File: src/rtl/core/tdf_pkg.sv
`timescale 1ns / 1ps
package tdf_pkg;

	localparam int PV_W        = 16;
	localparam int EXP_W       = 4;
	localparam int OUT_TW      = 24;
	localparam int MAX_RESULTS = 6;
	localparam int NRES_W      = 3;

	localparam logic [1:0] ST_FACTOR = 2'd0;
	localparam logic [1:0] ST_PRIME  = 2'd1;
	localparam logic [1:0] ST_ERROR  = 2'd2;

	typedef enum logic [3:0] {
		S_IDLE,
		S_CHECK,
		S_FETCH,
		S_TEST,
		S_DIV,
		S_EVAL,
		S_FOUND,
		S_FINISH,
		S_ERR
	} state_t;

	typedef struct packed {
		logic ld_num;
		logic init;
		logic load_div;
		logic next_div;
		logic idx_inc;
		logic take_factor;
		logic emit_final;
		logic emit_err;
	} cmd_t;

	typedef struct packed {
		logic seq_ok;
		logic scan_end;
		logic past_half;
		logic div_done;
		logic rem_zero;
		logic e_nz;
		logic pend_v;
		logic res_full;
		logic out_busy;
	} sts_t;

endpackage

File: src/rtl/core/tdf_ctrl.sv
`timescale 1ns / 1ps
module tdf_ctrl (
	input  logic          clk,
	input  logic          arst_n,
	input  logic          in_valid,
	output logic          in_ready,
	input  tdf_pkg::sts_t sts,
	output tdf_pkg::cmd_t cmd
);
	import tdf_pkg::*;

	state_t state_q, state_d;

	always_ff @(posedge clk or negedge arst_n) begin
		if (!arst_n)
			state_q <= S_IDLE;
		else
			state_q <= state_d;
	end

	always_comb begin
		state_d = state_q;
		unique case (state_q)
			S_IDLE:   if (in_valid) state_d = S_CHECK;
			S_CHECK:  state_d = sts.seq_ok ? S_FETCH : S_ERR;
			S_FETCH:  state_d = sts.scan_end ? S_FINISH : S_TEST;
			S_TEST:   state_d = sts.past_half ? S_FINISH : S_DIV;
			S_DIV:    if (sts.div_done) state_d = S_EVAL;
			S_EVAL: begin
				if (sts.rem_zero)
					state_d = S_DIV;
				else if (sts.e_nz)
					state_d = S_FOUND;
				else
					state_d = S_FETCH;
			end
			S_FOUND: begin
				if (!(sts.pend_v && sts.out_busy))
					state_d = sts.res_full ? S_FINISH : S_FETCH;
			end
			S_FINISH: if (!sts.out_busy) state_d = S_IDLE;
			S_ERR:    if (!sts.out_busy) state_d = S_IDLE;
			default:  state_d = S_IDLE;
		endcase
	end

	always_comb begin
		cmd      = '0;
		in_ready = 1'b0;
		unique case (state_q)
			S_IDLE: begin
				in_ready   = 1'b1;
				cmd.ld_num = in_valid;
			end
			S_CHECK:  cmd.init = sts.seq_ok;
			S_FETCH:  ;
			S_TEST:   cmd.load_div = !sts.past_half;
			S_DIV:    ;
			S_EVAL: begin
				cmd.next_div = sts.rem_zero;
				cmd.idx_inc  = !sts.rem_zero && !sts.e_nz;
			end
			S_FOUND: begin
				if (!(sts.pend_v && sts.out_busy)) begin
					cmd.take_factor = 1'b1;
					cmd.idx_inc     = !sts.res_full;
				end
			end
			S_FINISH: cmd.emit_final = !sts.out_busy;
			S_ERR:    cmd.emit_err   = !sts.out_busy;
			default:  ;
		endcase
	end
endmodule

File: config.mk
export PLATFORM = sky130hd
export DESIGN_NAME = tdf_ctrl
export DESIGN_NICKNAME = d
export VERILOG_FILES = /design/src/rtl/core/tdf_pkg.sv /design/src/rtl/core/tdf_ctrl.sv
export SDC_FILE = /design/constraint.sdc
export NUM_CORES = 1
export LEC_CHECK = 0
export CAP_MARGIN = 15
export CORE_AREA = 10 10 47 49
export CTS_BUF_LIST = sky130_fd_sc_hd__clkbuf_4
export DETAILED_ROUTE_END_ITERATION = 16
export DIE_AREA = 0 0 57 59
export DONT_BUFFER_PORTS = 1
export PLACE_DENSITY = 0.56
export REMOVE_ABC_BUFFERS = 1
export SLEW_MARGIN = 15
export SYNTH_ARGS = -nofsm -noshare
export SYNTH_HDL_FRONTEND = slang
export SYNTH_SLANG_ARGS = --single-unit
File: constraint.sdc
create_clock -name clk -period 1.8 [get_ports clk]
set_clock_uncertainty 0.15 [all_clocks]
set_input_delay 0.36 -clock clk [delete_from_list [all_inputs] [get_ports clk]]
set_output_delay 0.36 -clock clk [all_outputs]
set_load 0.1 [all_outputs]
==> results of run 1 <==
-- logic make-up after synthesis --
group | share of synthesized area
AOI/OAI and AO/OA | 0.245
and+or+nand+nor | 0.335
muxes | 0.0700
buffers and inverters | 0.117
DFF | 0.233
-- final cells by class --
| class | instances | area, um2 |
|---|---|---|
| fillers | 124 | 581 |
| multi-input cells | 41 | 348 |
| repair buffers | 23 | 317 |
| flip-flops and latches | 4 | 103 |
| clock buffers | 3 | 22.5 |
| well taps | 16 | 20.0 |
| inverters | 3 | 11.3 |
-- final timing paths --
| path | endpoint | slack, ps | depth (start not counted) |
|---|---|---|---|
| setup / recovery | cmd[3] | -140 | 5 |
| hold / removal | state_q[1] | 230 | 2 |
| setup reg to reg | state_q[0] | 310 | 4 |
| hold reg to reg | state_q[3] | 490 | 2 |
| max in group asynchronous | state_q[0] | 1060 | 1 |
| min in group asynchronous | state_q[2] | 250 | 1 |
-- power by group --
group	switching [mW]	internal, mW	total [mW]
Clock	0.0345	0.0744	0.109
Combinational	0.777	0.573	1.35
Sequential	0.0503	0.138	0.188
-- per-stage QoR --
step	utilization	cells	area [um2]	hold WS, ps
finish	0.586	90	821	235
global placement	0.491	82	688	-85.5
floorplan	-	48	390	-85.6
CTS	0.572	89	802	222
detailed placement	0.491	82	688	-85.4
global route	0.586	90	821	224
-- layer usage --
layer	wire length (um)	part of all wire
met4	36	0.024
met3	174	0.11
met2	761	0.50
met5	0	0
met1	554	0.36
-- what timing repair did --
item	4_1_cts	5_1_grt
gates resized for setup	17	3
pin swaps	5	3
buffers inserted	3	1
hold buffers	1	0
endpoints found under the setup margin	9	9
endpoints found under the hold margin	4	0
-- cell usage in the layout, fill, tap and decap left out, types with 2 or more instances in the layout --
cell,n
buf_4,7
buf_6,7
a21oi_1,6
buf_12,5
inv_1,3
mux2i_1,3
clkbuf_4,3
clkbuf_16,3
nand3b_1,2
nor3_2,2
nor4_4,2
nand2_2,2
o21ai_0,2
nand2_1,2
nor3_1,2
dfrtp_2,2
dfrtp_1,2
==> impl_metrics.ini, run 1 <==
[finish]
largest_registers = state_q: 4 flops
diodes = 0
largest_register_ffs = 4
drive_gt1_frac = 0.568
fin_nets = 88
syn2layout_area_growth_pct = 91.3
top_register = state_q

[hold_path]
hp-start = sts[0]
hold_path_class = in2reg

[pwr]
vdd_ir_drop_max_mv = 0.857
power_density_nw_per_um2 = 2010
p_leak_nw = 0.339
total_power_mw = 1.65

[worst_setup_path]
crit_chain = nor2b_2, nand2_2, a211oi_4, a32o_2, buf_12
crit_required_ps = 1290
critPathTopFamily = flip-flops
start_kind = register
end_kind = output port
arrival_ps = 1430
worst_setup_path_startpoint = state_q[3]
path_class = reg2out
critical_path_buf_inv_count = 1
slowest_stage = dfrtp_1
crit_path_max_incr_delay_ps = 390
crit_fanout = 2
reg2reg_from = state_q[0]

[detailed_routing]
initialDrtViolationCount = 17
vias = 504
ant_nets = 0
dr.pass1.iters = 4
vias_per_cell = 5.60
wl_per_cell_um = 17.0
drc_errors = 0
drt-total-wl_um = 1530

[outcome]
status = complete, but fails checks
failed_checks = setup timing

[global_routing]
grt_max_degree = 12
grt_antenna_before_repair = 0
first_global_vias = 531
met2_usage = 0.135
use_met3 = 0.0472
grtUsageTotal = 0.0874
busiest_layer = met2
globalRouteOverflowTotal = 0
grt_pass1_wl_um = 2350
grt_use_met1 = 0.0881

[clock_network]
root_buffer = clkbuf_4
htreeDepth = 1
clock-sinks = 4
clk_pin_slew_worst_paths_ps = 40
cts_buffers = 3
clk_latency_ps = 230
cts_buffer_depth = 2
cts_tree = yes

[synth]
yosys-top-cells-count = 6 x a21oi_1, 4 x dfrtp_1, 4 x nor3_1
synth_top_area_cell = dfrtp_1
yosys-top-cells-area = dfrtp_1 23%, buf_6 7.9%, a21oi_1 7.0%
yosysWarningCount = 0
ys_types = 28
ys_seq_elements = 4
synth_edf_count = 0
synth_top_area_share = 0.233
synth.avg_cell_area_um2 = 8.25
ys_seq_area_frac = 0.233
syn_inst = 52
synthFlopType = dfrtp_1
postSynth.asyncResetShare = 1.00
synth_most_common_cell = a21oi_1
syn_area_um2 = 429

[sta]
fin_setup_tns_ps = -728
fin_crit_sh = 1.08
worst_pin_slew_ps = 321
hold_viol_final = 0
clock.fmax_mhz = 517
rsz0062_at_grt = true
slew_headroom = 0.785
final.setup.worst_slack_ps = -135
setup-violations-final = 9
maxSlewViolCount = 0
post-route-min-period_ps = 1940

[die]
initial_utilization = 0.306
die_w_um = 57
dieArea_um2 = 3360
rows = 14
die_h_um = 59
core-area_um2 = 1400
io_pins = 21

[placement]
numPortBuffers = 0
hpwlAfterDp_um = 1130
routabilityCongestion = 0.830
dp_slack_ps = 30.7

[run]
max_cap_viol_count = 0
No activity file was read; power rests on OpenSTA's default activity.
==> inputs of run 2 (changes only) <==
Settings changed: HOLD_SLACK_MARGIN set to 0.05, PLACE_DENSITY 0.56 to 0.47.
==> run 2 against run 1 <==
Compared with the run above:
- the run still ends with setup timing left
- non-clock buffer count rose by 7
- worst setup slack got worse by 19 ps
- hold slack improved by 1.0 ps
- sequential share of layout area fell by 1.1 points
- total power rose by 15%
==> impl_metrics.ini, run 2 (same netlist as run 1, synthesis figures left out) <==
[outcome]
status = complete, but fails checks
failed_checks = setup timing

[clock_network]
cts_buffers = 3
root_buffer = clkbuf_4
clk_latency_ps = 240
clk_pin_slew_worst_paths_ps = 40
cts_tree = yes
clock-sinks = 4
htreeDepth = 1
cts_buffer_depth = 2

[finish]
multiInputGateArea_um2 = 367
drive_gt1_frac = 0.605
final_common_cell = buf_4
utilization = 0.645
nFillCells = 114
top_register = state_q
fin_nets = 95
syn2layout_area_growth_pct = 110
largest_registers = state_q: 4 flops
final_cell_mix = 11 x buf_4, 10 x buf_6, 6 x a21oi_1, 5 x buf_12
largest_register_ffs = 4
diodes = 0
regArea_um2 = 103

[sta]
final.setup.worst_slack_ps = -155
maxSlewViolCount = 0
hold_viol_final = 0
post-route-min-period_ps = 1950
fin_setup_tns_ps = -937
fin_crit_sh = 1.09
worst_pin_slew_ps = 344
slew_headroom = 0.768
setup-violations-final = 9
rsz0062_at_grt = true
clock.fmax_mhz = 512

[die]
rows = 14
dieArea_um2 = 3360
die_w_um = 57
initial_utilization = 0.306
io_pins = 21
core-area_um2 = 1400
die_h_um = 59

[placement]
numPortBuffers = 0
dp_slack_ps = 47.0
routabilityCongestion = 0.901
hpwlAfterDp_um = 1090

[pwr]
total_power_mw = 1.89
vdd_ir_drop_max_mv = 0.903
p_leak_nw = 0.392
power_density_nw_per_um2 = 2090

[detailed_routing]
ant_nets = 0
drt-total-wl_um = 1760
initialDrtViolationCount = 12
wl_per_cell_um = 18.1
vias_per_cell = 5.43
vias = 527
dr.pass1.iters = 4
drc_errors = 0

[worst_setup_path]
crit_required_ps = 1290
crit_fanout = 4
end_kind = output port
arrival_ps = 1440
start_kind = register
path_class = reg2out

[global_routing]
grt_max_degree = 11
grt_use_met1 = 0.0964
grtUsageTotal = 0.0965
use_met3 = 0.0408
grt_pass1_wl_um = 2580
globalRouteOverflowTotal = 0
met2_usage = 0.158
first_global_vias = 568
busiest_layer = met2
grt_antenna_before_repair = 0

[hold_path]
hold_path_class = in2async

[run]
max_cap_viol_count = 0
run 2: changes by cell type in the layout (fill, tap and decap cells not counted), sizes merged:
cell  before  now
buf       19   26
run 2: through the flow:
step / hold slack, ps / instances / instance area [um2]
6_report: 236 / 97 / 903
5_1_grt: 234 / 97 / 903
4_1_cts: 228 / 90 / 791
3_5_place_dp: -85.5 / 82 / 688
3_3_place_gp: -85.5 / 82 / 688
2_1_floorplan: -85.6 / 48 / 390
run 2: timing repair:
item / 4_1_cts / 5_1_grt
resized for setup: 13 / 15
hold endpoints to repair: 4 / 0
pin swaps: 7 / 8
setup buffers: 4 / 8
setup endpoints to repair: 9 / 9
hold buffers: 1 / 0
run 2: routing by layer:
metal / share of wire / vias up
met4: 0.025 / 0
met2: 0.50 / 23
met5: 0 / -
met1: 0.39 / 248
li1: - / 252
met3: 0.082 / 4
run 2: worst paths after layout:
path / start / end / slack, ps / cells past startpoint
setup / recovery: state_q[1] / cmd[0] / -150 / 4
hold / removal: arst_n / state_q[2] / 240 / 1
setup reg to reg: state_q[2] / state_q[1] / 90 / 7
hold reg to reg: state_q[1] / state_q[3] / 630 / 3
max in group asynchronous: arst_n / state_q[1] / 1080 / 1
min in group clk: sts[0] / state_q[1] / 240 / 2
run 2: where the power goes:
group,internal (mW),switching (mW)
combinational,0.721,0.844
sequential,0.138,0.0721
clock,0.0745,0.0363
total,0.934,0.953
run 2: worst max-delay path, stage by stage, from the launching register on:
cell and delay (ps):
dfrtp_2 440, buf_6 140, nor2_4 80, nor4bb_4 340, buf_12 210
run 2: final cells by class:
type                            instances  share of cell area
Clock buffer                            3              0.0249
Inverter                                3              0.0125
Multi-Input combinational cell         41               0.406
Sequential cell                         4               0.114
Tap cell                               16              0.0222
Timing Repair Buffer                   30               0.421
==> inputs of run 3 (changes only) <==
Settings changed: PLACE_DENSITY 0.47 to 0.48.
==> run 3 against run 2 <==
Compared with the run above:
- the run still ends with setup timing left
- design area decreased by 4.3%
- routed wire length fell by 9.5%
- register-to-register slack better by 170 ps
- combinational power decreased by 11%
- clock power about the same
- clock-buffer cell count stayed put
- sequential power down 6%
- core utilization down 2.8 points
- first-iteration DRC count fell by 42%
==> impl_metrics.ini, run 3 (same netlist as run 1, synthesis figures left out) <==
[clock_network]
htreeDepth = 1
clk_latency_ps = 230
cts_buffers = 3
cts_buffer_depth = 2
clock-sinks = 4
root_buffer = clkbuf_4
clk_pin_slew_worst_paths_ps = 40
cts_tree = yes

[global_routing]
grt_max_degree = 11
globalRouteOverflowTotal = 0
first_global_vias = 543
grt_pass1_wl_um = 2470
grtUsageTotal = 0.0908
grt_antenna_before_repair = 0

[sta]
maxSlewViolCount = 0
clock.fmax_mhz = 513
setup-violations-final = 8
slew_headroom = 0.820
fin_crit_sh = 1.08
worst_pin_slew_ps = 268
rsz0062_at_grt = true
fin_setup_tns_ps = -761
hold_viol_final = 0
final.setup.worst_slack_ps = -150
hold_ws_ps = 221
post-route-min-period_ps = 1950

[worst_setup_path]
critPathTopFamily = simple AND/OR/NAND/NOR gates
crit_chain = buf_4, nor4_4, and2_4, buf_12
critical_path_buf_inv_count = 2
arrival_ps = 1440
crit_path_max_incr_delay_ps = 360
crit_fanout = 10
slowest_stage = dfrtp_1
end_kind = output port
path_class = reg2out
crit_required_ps = 1290
start_kind = register

[pwr]
seqPwrFrac = 0.115
total_power_mw = 1.71
power_frac_clock = 0.063
vdd_ir_drop_max_mv = 0.958
power_frac_comb = 0.822
p_sw_frac = 0.514
p_int_uw = 831
power_density_nw_per_um2 = 1980
p_sw_uw = 877
p_leak_nw = 0.370

[detailed_routing]
dr.pass1.iters = 4
drc_errors = 0
vias = 510
initialDrtViolationCount = 7
vias_per_cell = 5.31
ant_nets = 0
wl_per_cell_um = 16.6
drt-total-wl_um = 1590

[die]
die_w_um = 57
initial_utilization = 0.306
die_h_um = 59
io_pins = 21
dieArea_um2 = 3360
rows = 14
core-area_um2 = 1400

[placement]
hpwlAfterDp_um = 1120
routabilityCongestion = 0.801
numPortBuffers = 0

[hold_path]
hold_path_class = in2reg

[finish]
syn2layout_area_growth_pct = 101
final_cell_mix = 14 x buf_4, 6 x a21oi_1, 6 x buf_6, 5 x buf_12
fin_nets = 94
largest_register_ffs = 4
drive_gt1_frac = 0.588
diodes = 0
largest_registers = state_q: 4 flops
top_register = state_q
final_common_cell = buf_4

[run]
max_cap_viol_count = 0

[outcome]
status = complete, but fails checks
failed_checks = setup timing
run 3: what timing repair did:
item	4_1_cts	5_1_grt
buffers inserted	5	4
gates resized for setup	14	5
pin swaps	6	6
hold buffers	1	0
hold endpoints to repair	4	0
endpoints found under the setup margin	9	9
run 3: cell type report:
class,instances,area (um2)
Clock buffer,3,22.5
Fill cell,115,537
Inverter,3,11.3
Multi-Input combinational cell,41,350
Sequential cell,4,103
Tap cell,16,20.0
Timing Repair Buffer,29,358
run 3: worst register-to-register path: stages (launching register included):
cell and delay [ps]:
dfrtp_2 450, buf_6 150, buf_4 130, buf_4 130
nor2b_1 120, o31ai_1 180, nand2_1 100
run 3: path summary, 6_finish.rpt:
| kind | to | start | slack (ps) | depth (start not counted) |
|---|---|---|---|---|
| min in group asynchronous | state_q[3] | arst_n | 250 | 1 |
| setup reg to reg | state_q[1] | state_q[1] | 260 | 6 |
| max in group asynchronous | state_q[1] | arst_n | 1060 | 1 |
| hold reg to reg | state_q[3] | state_q[2] | 510 | 2 |
| setup / recovery | cmd[7] | state_q[2] | -150 | 4 |
| hold / removal | state_q[3] | sts[0] | 220 | 2 |
run 3: per-layer routing:
| metal | up-vias | part of all wire | global-route usage |
|---|---|---|---|
| met4 | 0 | 0.0088 | 0.0604 |
| met1 | 244 | 0.39 | 0.0914 |
| li1 | 250 | - | - |
| met5 | - | 0 | 0 |
| met3 | 2 | 0.053 | 0.0322 |
| met2 | 14 | 0.55 | 0.155 |
run 3: per-stage QoR:
stage	instance area, um2	utilization	cells	worst slack, ps
final	865	0.617	96	-150
after global routing	865	0.617	96	-201
after CTS	815	0.581	92	-175
after detailed placement	696	0.496	83	48.1
after global placement	696	0.496	83	66.4
after floorplan	390	-	48	-2360
run 3: power by group through the flow:
stage / sequential (mW) / clock, mW / combinational (mW)
after CTS: 0.184 / 0.113 / 1.32
after global routing: 0.202 / 0.120 / 1.49
after floorplan: 0.241 / 0 / 0.634
after global placement: 0.178 / 0 / 1.17
after detailed placement: 0.179 / 0 / 1.18
final: 0.197 / 0.108 / 1.40
